### src/sv/mmdc_pkg.sv
// Package for the mesh message duplicate cache.
// Holds the entry field widths, the controller state type and the command and
// status structures shared by the controller and the datapath. No dependencies.
package mmdc_pkg;

    localparam int SRC_W   = 16;
    localparam int SEQ_W   = 24;
    localparam int ENTRY_W = SRC_W + SEQ_W;

    typedef enum logic [1:0] {
        ST_IDLE,
        ST_SCAN,
        ST_APPEND,
        ST_POST
    } state_t;

    // Commands from the controller to the datapath.
    typedef struct packed {
        logic load_key;   // latch the new identity and read slot 0
        logic scan_step;  // compare slot, write carry back, move to the next slot
        logic append;     // write carry into the first free slot
        logic mark_hit;   // the identity was found
        logic mark_evict; // the oldest entry fell off the end
        logic post;       // load the result register
    } cmd_t;

    // Status from the datapath to the controller.
    typedef struct packed {
        logic empty;    // no valid entries
        logic match;    // slot being examined holds the identity
        logic last;     // slot being examined is the last valid one
        logic full;     // every slot is valid
        logic out_free; // result register can take a new result
    } stat_t;

endpackage

### src/sv/mmdc_ram.sv
// Generic single-clock RAM with one write port and one registered read port.
// No dependencies.
module mmdc_ram #(
    parameter int WIDTH = 40,
    parameter int DEPTH = 64
) (
    input  logic                     clk,
    input  logic                     wr_en,
    input  logic [$clog2(DEPTH)-1:0] wr_addr,
    input  logic [WIDTH-1:0]         wr_data,
    input  logic                     rd_en,
    input  logic [$clog2(DEPTH)-1:0] rd_addr,
    output logic [WIDTH-1:0]         rd_data
);

    logic [WIDTH-1:0] mem [DEPTH];
    logic [WIDTH-1:0] rd_data_reg;

    always_ff @(posedge clk)
    begin
        if (wr_en)
        begin
            mem[wr_addr] <= wr_data;
        end
        if (rd_en)
        begin
            rd_data_reg <= mem[rd_addr];
        end
    end

    assign rd_data = rd_data_reg;

endmodule

### src/sv/mmdc_ctrl.sv
// Controller state machine for the mesh message duplicate cache.
// Depends on mmdc_pkg for the state, command and status types.
module mmdc_ctrl (
    input  logic            clk,
    input  logic            rst_n,
    input  logic            in_valid,
    output logic            in_ready,
    input  mmdc_pkg::stat_t stat,
    output mmdc_pkg::cmd_t  cmd
);

    mmdc_pkg::state_t state_reg;
    mmdc_pkg::state_t state_next;
    logic             accept;

    assign in_ready = (state_reg == mmdc_pkg::ST_IDLE);
    assign accept   = in_valid && in_ready;

    always_ff @(posedge clk or negedge rst_n)
    begin
        if (!rst_n)
        begin
            state_reg <= mmdc_pkg::ST_IDLE;
        end
        else
        begin
            state_reg <= state_next;
        end
    end

    // Next state.
    always_comb
    begin
        state_next = state_reg;
        case (state_reg)
            mmdc_pkg::ST_IDLE:
            begin
                if (accept)
                begin
                    state_next = stat.empty ? mmdc_pkg::ST_APPEND : mmdc_pkg::ST_SCAN;
                end
            end
            mmdc_pkg::ST_SCAN:
            begin
                if (stat.match)
                begin
                    state_next = mmdc_pkg::ST_POST;
                end
                else if (stat.last)
                begin
                    state_next = stat.full ? mmdc_pkg::ST_POST : mmdc_pkg::ST_APPEND;
                end
            end
            mmdc_pkg::ST_APPEND:
            begin
                state_next = mmdc_pkg::ST_POST;
            end
            mmdc_pkg::ST_POST:
            begin
                if (stat.out_free)
                begin
                    state_next = mmdc_pkg::ST_IDLE;
                end
            end
            default:
            begin
                state_next = mmdc_pkg::ST_IDLE;
            end
        endcase
    end

    // Outputs.
    always_comb
    begin
        cmd = '0;
        case (state_reg)
            mmdc_pkg::ST_IDLE:
            begin
                cmd.load_key = accept;
            end
            mmdc_pkg::ST_SCAN:
            begin
                cmd.scan_step  = 1'b1;
                cmd.mark_hit   = stat.match;
                cmd.mark_evict = !stat.match && stat.last && stat.full;
            end
            mmdc_pkg::ST_APPEND:
            begin
                cmd.append = 1'b1;
            end
            mmdc_pkg::ST_POST:
            begin
                cmd.post = stat.out_free;
            end
            default:
            begin
                cmd = '0;
            end
        endcase
    end

endmodule

### src/sv/mmdc_datapath.sv
// Datapath for the mesh message duplicate cache: entry RAM, scan index, fill
// count, carry register and result register.
// Depends on mmdc_pkg and mmdc_ram.
module mmdc_datapath #(
    parameter int DEPTH = 64
) (
    input  logic                          clk,
    input  logic                          rst_n,
    input  mmdc_pkg::cmd_t                cmd,
    output mmdc_pkg::stat_t               stat,
    input  logic [mmdc_pkg::SRC_W-1:0]    source_address,
    input  logic [mmdc_pkg::SEQ_W-1:0]    sequence_number,
    output logic                          out_valid,
    input  logic                          out_ready,
    output logic                          already_seen,
    output logic                          evicted_oldest
);

    localparam int IDX_W = $clog2(DEPTH);
    localparam int CNT_W = $clog2(DEPTH + 1);

    logic [mmdc_pkg::ENTRY_W-1:0] key_reg;
    logic [mmdc_pkg::ENTRY_W-1:0] carry_reg;
    logic [mmdc_pkg::ENTRY_W-1:0] carry_next;
    logic [IDX_W-1:0]             idx_reg;
    logic [IDX_W-1:0]             idx_next;
    logic [CNT_W-1:0]             count_reg;
    logic [CNT_W-1:0]             count_next;
    logic                         hit_reg;
    logic                         hit_next;
    logic                         evict_reg;
    logic                         evict_next;
    logic                         out_valid_reg;
    logic                         out_valid_next;
    logic                         seen_reg;
    logic                         seen_next;
    logic                         evicted_reg;
    logic                         evicted_next;

    logic                         wr_en;
    logic [IDX_W-1:0]             wr_addr;
    logic                         rd_en;
    logic [IDX_W-1:0]             rd_addr;
    logic [mmdc_pkg::ENTRY_W-1:0] rd_data;
    logic [CNT_W-1:0]             idx_plus_one;

    mmdc_ram #(
        .WIDTH (mmdc_pkg::ENTRY_W),
        .DEPTH (DEPTH)
    ) u_ram (
        .clk     (clk),
        .wr_en   (wr_en),
        .wr_addr (wr_addr),
        .wr_data (carry_reg),
        .rd_en   (rd_en),
        .rd_addr (rd_addr),
        .rd_data (rd_data)
    );

    assign idx_plus_one = CNT_W'(idx_reg) + CNT_W'(1);

    // Each slot is read before it is overwritten with its newer neighbour.
    assign rd_en   = cmd.load_key || cmd.scan_step;
    assign rd_addr = cmd.load_key ? '0 : idx_plus_one[IDX_W-1:0];
    assign wr_en   = cmd.scan_step || cmd.append;
    assign wr_addr = cmd.append ? count_reg[IDX_W-1:0] : idx_reg;

    assign stat.empty    = (count_reg == '0);
    assign stat.match    = (rd_data == key_reg);
    assign stat.last     = (idx_plus_one == count_reg);
    assign stat.full     = (count_reg == CNT_W'(DEPTH));
    assign stat.out_free = !out_valid_reg || out_ready;

    always_comb
    begin
        carry_next     = carry_reg;
        idx_next       = idx_reg;
        count_next     = count_reg;
        hit_next       = hit_reg;
        evict_next     = evict_reg;
        out_valid_next = out_valid_reg;
        seen_next      = seen_reg;
        evicted_next   = evicted_reg;

        if (cmd.load_key)
        begin
            carry_next = {source_address, sequence_number};
            idx_next   = '0;
            hit_next   = 1'b0;
            evict_next = 1'b0;
        end
        if (cmd.scan_step)
        begin
            carry_next = rd_data;
            idx_next   = idx_plus_one[IDX_W-1:0];
        end
        if (cmd.append)
        begin
            count_next = count_reg + CNT_W'(1);
        end
        if (cmd.mark_hit)
        begin
            hit_next = 1'b1;
        end
        if (cmd.mark_evict)
        begin
            evict_next = 1'b1;
        end

        if (out_valid_reg && out_ready)
        begin
            out_valid_next = 1'b0;
        end
        if (cmd.post)
        begin
            out_valid_next = 1'b1;
            seen_next      = hit_reg;
            evicted_next   = evict_reg;
        end
    end

    always_ff @(posedge clk or negedge rst_n)
    begin
        if (!rst_n)
        begin
            count_reg     <= '0;
            out_valid_reg <= 1'b0;
        end
        else
        begin
            count_reg     <= count_next;
            out_valid_reg <= out_valid_next;
        end
    end

    always_ff @(posedge clk)
    begin
        if (cmd.load_key)
        begin
            key_reg <= {source_address, sequence_number};
        end
        carry_reg   <= carry_next;
        idx_reg     <= idx_next;
        hit_reg     <= hit_next;
        evict_reg   <= evict_next;
        seen_reg    <= seen_next;
        evicted_reg <= evicted_next;
    end

    assign out_valid      = out_valid_reg;
    assign already_seen   = seen_reg;
    assign evicted_oldest = evicted_reg;

    a_count_bound: assert property (@(posedge clk) disable iff (!rst_n)
        count_reg <= CNT_W'(DEPTH))
        else $error("fill count exceeds cache depth");

    a_append_not_full: assert property (@(posedge clk) disable iff (!rst_n)
        cmd.append |-> !stat.full)
        else $error("append into a full cache");

    a_scan_in_range: assert property (@(posedge clk) disable iff (!rst_n)
        cmd.scan_step |-> (idx_plus_one <= count_reg))
        else $error("scan beyond the valid entries");

    a_post_no_overwrite: assert property (@(posedge clk) disable iff (!rst_n)
        cmd.post |-> (!out_valid_reg || out_ready))
        else $error("result overwritten before it was taken");

    a_hit_evict_exclusive: assert property (@(posedge clk) disable iff (!rst_n)
        cmd.post |=> !(already_seen && evicted_oldest))
        else $error("duplicate reported together with an eviction");

endmodule

### src/sv/mesh_message_duplicate_cache.sv
// Mesh message duplicate cache: most-recently-seen list of message identities.
// Built from mmdc_ctrl (state machine) and mmdc_datapath (RAM and registers),
// both of which use mmdc_pkg.
//
// Usage
// The input channel (in_valid/in_ready) carries one message identity per
// transaction: a 16-bit source address and a 24-bit sequence number. The
// output channel (out_valid/out_ready) returns one transaction per input:
// already_seen is high when the identity was in the cache, evicted_oldest is
// high when a new identity pushed the oldest entry out of a full cache.
// The list is kept newest first in a single RAM of DEPTH entries. One pass
// walks the valid entries, one per cycle, comparing each and writing its
// newer neighbour back into its slot, so the move-to-front happens during
// the search itself.
// A hit ends the scan at its slot; a miss walks every valid entry and then
// either writes the last one into the first free slot or, on a full cache,
// drops it. The next identity is accepted in the cycle after the result is
// posted, so while the receiver takes each result the rate is set by the
// one-entry-per-cycle scan through the RAM read port.
// Reset clears the fill count, which empties the cache at once; no clearing
// pass is needed. A finished result waits in the output register while the
// receiver stalls, and a new identity can still be accepted and searched;
// only the posting of its result waits for the register to be taken.
module mesh_message_duplicate_cache #(
    parameter int DEPTH = 64
) (
    input  logic                       clk,
    input  logic                       rst_n,
    input  logic                       in_valid,
    output logic                       in_ready,
    input  logic [mmdc_pkg::SRC_W-1:0] source_address,
    input  logic [mmdc_pkg::SEQ_W-1:0] sequence_number,
    output logic                       out_valid,
    input  logic                       out_ready,
    output logic                       already_seen,
    output logic                       evicted_oldest
);

    mmdc_pkg::cmd_t  cmd;
    mmdc_pkg::stat_t stat;

    // The controller sequences the search; it sees only status flags and in_valid.
    mmdc_ctrl u_ctrl (
        .clk      (clk),
        .rst_n    (rst_n),
        .in_valid (in_valid),
        .in_ready (in_ready),
        .stat     (stat),
        .cmd      (cmd)
    );

    // The datapath holds the list, the fill count and the result register.
    mmdc_datapath #(
        .DEPTH (DEPTH)
    ) u_datapath (
        .clk             (clk),
        .rst_n           (rst_n),
        .cmd             (cmd),
        .stat            (stat),
        .source_address  (source_address),
        .sequence_number (sequence_number),
        .out_valid       (out_valid),
        .out_ready       (out_ready),
        .already_seen    (already_seen),
        .evicted_oldest  (evicted_oldest)
    );

endmodule
### config.mk
export PLATFORM = sky130hd
export DESIGN_NAME = mesh_message_duplicate_cache
export DESIGN_NICKNAME = d
export VERILOG_FILES = /design/src/sv/mmdc_pkg.sv /design/src/sv/mmdc_ram.sv /design/src/sv/mmdc_ctrl.sv /design/src/sv/mmdc_datapath.sv /design/src/sv/mesh_message_duplicate_cache.sv
export SDC_FILE = /design/constraint.sdc
export NUM_CORES = 2
export LEC_CHECK = 0
export ABC_AREA = 1
export BUFFER_PORTS_ARGS = -buffer_cell sky130_fd_sc_hd__buf_2
export CAP_MARGIN = 20
export CORE_ASPECT_RATIO = 1.25
export CORE_MARGIN = 4
export CORE_UTILIZATION = 38
export CTS_BUF_LIST = sky130_fd_sc_hd__clkbuf_8
export DETAILED_ROUTE_END_ITERATION = 8
export GPL_TIMING_DRIVEN = 0
export MAX_ROUTING_LAYER = met4
export SYNTH_ARGS = -nofsm -noshare
export SYNTH_HDL_FRONTEND = slang
export SYNTH_SLANG_ARGS = --single-unit
### constraint.sdc
create_clock -name clk -period 7.1 [get_ports clk]
set_input_delay 0.355 -clock clk [delete_from_list [all_inputs] [get_ports clk]]
set_output_delay 0.355 -clock clk [all_outputs]
set_load 0.03 [all_outputs]
# Word-level counts from Yosys, hierarchy flattened
# Memory sizes are Yosys's and may differ from the RTL's. A register that Yosys moved wholly into a read port is not among the register bits.
# Cells that the tools add are included.
# classes
n_eq_ne	9
n_addsub	2
muxes	22
reduce_logical	14
# op_table
cell	count
$mux 40	2
$eq 40x40->1	1
$mux 6	4
$mux 2	6
$mux 1	9
$pmux 2 s4	1
$add 6x1->7 const B	1
$add 7x1->7 const B	1
$eq 7x7->1	1
$eq 7x7->1 const B	1
$logic_not 7->1	1
$eq 2x2->1 const B	2
$logic_and 1x1->1	4
$reduce_bool 2->1	2
$logic_or 1x1->1	3
$ne 3x1->1 const B	1
$reduce_and 3->1	1
$eq 2x1->1 const B	1
$logic_not 1->1	2
$logic_not 2->1	1
$ne 2x1->1 const B	1
$ne 2x2->1 const B	1
# word_totals
ram_bits	2560
output_inout_bits	4
ff_bits	100
in_bits	44
word_cells	58
memories	1
# mem_list
memory	depth	word_bits	read_ports	rd_ports_with_merged_regs	wr	line_no	rtl
u_datapath.u_ram.mem	64	40	1	1	1	mmdc_ram.sv:16	logic [WIDTH-1:0] mem [DEPTH];

# Logic depth before layout (Yosys ltp)
# logic_depth
ltp_word	5
depth_mapped	15
mapped_depth_nobuf	14

# By module
# A second synthesis with hierarchy kept.
# hier_totals
cells_unflattened	8973
area_unflattened_um2	108390.2
# modules_own_cells
module	instances	area_each_um2	cells_per_inst	seq_area_each_um2
mmdc_ram	1	103536.8	8445	78074.9
mmdc_datapath	1	4595.7	490	2882.8
mmdc_ctrl	1	257.7	38	50.0

# Worst setup path before layout
# No wires, ideal clock.
# synth_timing
path_type	register to register
start	register u_ctrl.state_reg[0]
end	memory u_datapath.u_ram.mem[32][0] (enable)
arrival_time_ns	5.340
setup_ns	0.538
t_required_ns	6.562
setup_slack_ns	1.223
path_buffers	1
synth_period_minus_slack_ns	5.877
stages_incl_launch_ff	9
cell_sequence	dfrtp_1 inv_1 ha_1 buf_2 o21ai_0 inv_1 nor2_1 nand3_1 nor4_1
# synth_via
elab_chain_len	5
elab_cells_between_ends	8
cone_classes	2 x eq/ne; 5 x mux; 1 x reduce/logical
# synth_lines
item	line_no	rtl
start, declared	mmdc_ctrl.sv:12	mmdc_pkg::state_t state_reg;
start signal, assigned	mmdc_ctrl.sv:23	state_reg <= mmdc_pkg::ST_IDLE;
start signal, assigned	mmdc_ctrl.sv:27	state_reg <= state_next;
$eq 2x1->1 or $eq 2x2->1 (tied branches)	mmdc_ctrl.sv:76	case (state_reg)
$mux 1	mmdc_ctrl.sv:76	
$logic_or 1x1->1	mmdc_datapath.sv:65	assign wr_en = cmd.scan_step || cmd.append;
$mux 1	mmdc_ram.sv:21	if (wr_en)
$mux 1 (not written as such)	mmdc_ram.sv:23	mem[wr_addr] <= wr_data;
end, declared	mmdc_ram.sv:16	
# Several ways; a longest one is shown, not always the timed one.

# Worst setup path after layout
# layout_timing
start	register u_ctrl.state_reg[0]
end	register u_datapath.u_ram.rd_data_reg[11], in the netlist u_datapath.u_ram.rd_data[11] (read register of u_datapath.u_ram.mem) (data pin)
# layout_via
elab_chain_len	4
elab_cells_between_ends	7
cone_classes	1 x eq/ne; 3 x mux; 3 x reduce/logical
# layout_lines
item	line_no	rtl
$logic_not 2->1	mmdc_ctrl.sv:16, mmdc_ctrl.sv:76	
$logic_and 1x1->1	mmdc_ctrl.sv:17	assign accept = in_valid && in_ready;
$mux 1	mmdc_ctrl.sv:76	
$mux 6 or $logic_or 1x1->1 (tied branches)	mmdc_datapath.sv:64, mmdc_datapath.sv:63	
end, declared	mmdc_ram.sv:17	logic [WIDTH-1:0] rd_data_reg;
# Several ways; a longest one is shown, not always the timed one.
# A chain may end at the register's enable or synchronous reset.

==> reports/metrics.csv <==
metric,value,unit
largest net degree at the start of global routing,48,
Synthesized Nets,7853,
cell area after layout,126900,sq um
CTS Buffer Depth,4,
# nets final,8615,
"Avg Cell Area, Syn",13.87,sq um
Die W,485.3,um
Critical Path End Type,register,
DIE HEIGHT,604.6,um
largest reg by FF count,u_datapath.u_ram.mem,
post-route DRC violation count,0,
Seq cells post-synth,2700,
Worst-Skew Late Latency,1.06,ns
GP Congestion,1.085,
final hold violations,0,
crit path DAT,6.24,ns
antenna violations before repair,43,
startpoint types,register,
Placed Area,119100,sq um
IO buf count,47,
first-pass GRT wire length,551.1,mm
Wirelength per Cell,31.72,um
RSZ-0062 raised after global routing,no,
maximum VDD drop,0.2500,mV
Placed Instances,11850,
transition time of the tightest slew-check pin,1.224,ns
top-area cell type share of the netlist area,74.60,%
Post-Syn Area,108200,sq um
Cells after Synth,7801,
Largest register FFs,2560,
clk_skew,0.08858,ns
CTS Sinks,2700,
Async SR Flop Fraction,0.3704,%
Netlist cell types,37,
Fmax,179.7,MHz
max-cap violations,0,
kind of critical path,register to register,
Finished Layout Cells,12660,
DPL Wire Length,287.7,mm
IO Pins,48,
worst-path fanout max,13,
most common cell in the synthesized netlist,edfxtp_1,
CORE AREA,282900,sq um
final setup fails,0,
leading cell types by count after synthesis,"edfxtp_1 (2688), nand3_1 (958), o211ai_1 (770)",
post-synthesis sequential area ratio,74.86,%
Initial Util,38.26,%
clock slew at reported path FFs,0.06,ns
WP data required,7.77,ns
root buffer cell,clkbuf_8,
synth top area cells,"edfxtp_1 (75%), o211ai_1 (5.3%), nand3_1 (4.4%), nand2_1 (2.5%), o221ai_1 (2.3%)",
DRT Pass-1 Iters,9,
full die area,293400,sq um
CTS tree,built,
H-tree level count,5,
status,"complete, no violations",
vias,74570,
Vias/cell,5.890,
Overflow after GRT,0,
DRT Wirelength,401.7,mm
PwrDens,523.2,nW/um^2
Yosys warning total,0,
Row Count,218,
number of synthesized flops with an enable pin,2688,
Period minus WS final,5.564,ns
static leakage,42.57,nW
Num CTS Buffers,409,
Final Slew Violations,0,
Synth Flop Type,edfxtp_1,
fin crit share,78.36,%
Total GRT Usage,27.46,%
vias in the first global route,71420,
DRT iter0 DRCs,10890,
layout cells sized above 1,18.05,%
Max transition margin,18.39,%
leading area contributor after synthesis,edfxtp_1,
worst hold path class,input port to register,
Area growth syn-to-layout,17.31,%
final antenna-violating net count,0,
cts repair resizes,0,
## metrics by stage
step,hold WS [ns],setup TNS [ns],setup slack (ns),power [mW],utilization [%]
after CTS,0.04213,0,2.186,65.07,44.83
after global placement,0.2384,-933.76,-3.854,50.99,39.99
after global routing,0.07904,0,1.649,68.02,44.87
after detailed placement,0.2440,0,2.229,53.38,42.11
final,0.1099,0,1.536,66.41,44.88
after floorplan,0.05941,0,1.223,37.14,-
## cell usage in the layout (no fill, tap or decap), types with 6 or more instances in the layout
master	synthesis	layout
inv_6	0	7
o211ai_1	770	770
clkinv_1	0	107
diode_2	0	45
nand4_1	6	6
buf_4	34	71
nand3_1	958	958
nor4_2	0	6
xnor2_1	19	19
nand2_1	719	718
a21oi_1	53	53
o221ai_1	288	288
o21ai_0	374	374
o221ai_2	10	10
buf_2	315	362
edfxtp_1	2688	2688
ha_1	8	8
nor2_1	618	562
or2_0	7	7
nor2_4	1	57
buf_16	0	125
clkinv_2	0	47
buf_12	0	80
clkinvlp_4	0	6
dfrtp_1	10	10
clkbuf_1	171	171
xor2_1	10	10
dlygate4sd3_1	0	44
or2_2	352	352
buf_8	1	8
buf_1	26	26
clkbuf_8	0	416
buf_6	18	29
inv_1	315	445
bufinv_16	0	9
## cell families after synthesis
kind of cell	share of synthesized area, %
DFF	74.86
xor gates and xnor gates	0.2347
adders and majority gates	0.09251
AOI/OAI and AO/OA	9.819
buffers and inverters	3.690
and+or+nand+nor	11.30
## critical path, cell delays in order (launching register included)
cell	delay, ns
dfrtp_1	0.41
inv_1	0.11
ha_1	0.25
nand2_2	0.27
nand3_2	0.52
inv_2	0.48
buf_2	0.88
buf_2	0.45
o211ai_1	0.17
nand3_1	0.23
nand3_1	0.37
nand3_1	0.80
nand2_1	0.23
## final timing paths
path,startpoint,to,slack [ns],depth (start not counted)
max reg2reg,u_ctrl.state_reg[0],u_datapath.u_ram.rd_data[11],1.54,12
max in group asynchronous,rst_n,u_datapath.count_reg[4],6.34,3
min,source_address[11],u_datapath.key_reg[35],0.11,2
max,u_ctrl.state_reg[0],u_datapath.u_ram.rd_data[11],1.54,12
min in group asynchronous,rst_n,u_ctrl.state_reg[1],0.41,3
min reg2reg,u_datapath.evict_reg,u_datapath.evicted_oldest,0.47,0
## what timing repair did
item | in CTS | in global routing
buffers inserted | 0 | 0
hold endpoints to repair | 97 | 0
hold buffers | 44 | 0
## area by class of cell
| cell class | count | area, sq um |
|---|---|---|
| buffer | 565 | 2789 |
| fill | 24940 | 155900 |
| timing repair buffer | 351 | 6225 |
| inverter | 320 | 1204 |
| clock inverter | 308 | 1516 |
| sequential | 2700 | 81010 |
| multi-input combinational | 4216 | 23680 |
| tap | 3740 | 4679 |
| antenna | 45 | 112.6 |
| clock buffer | 416 | 5725 |
## metal layers
metal	global-route usage [%]	routed length, um
met1	30.86	136700
met2	42.65	186800
met3	7.102	42880
met4	19.81	35230
met5	-	0
## report_power, final
part           internal [mW]  total [mW]  switching (mW)
Combinational           8.52        32.2            23.7
Clock                   5.76        11.9            6.12
Sequential              21.2        22.3            1.09
Total                   35.5        66.4            30.9
Note: power is estimated with default switching activity, not from simulation.
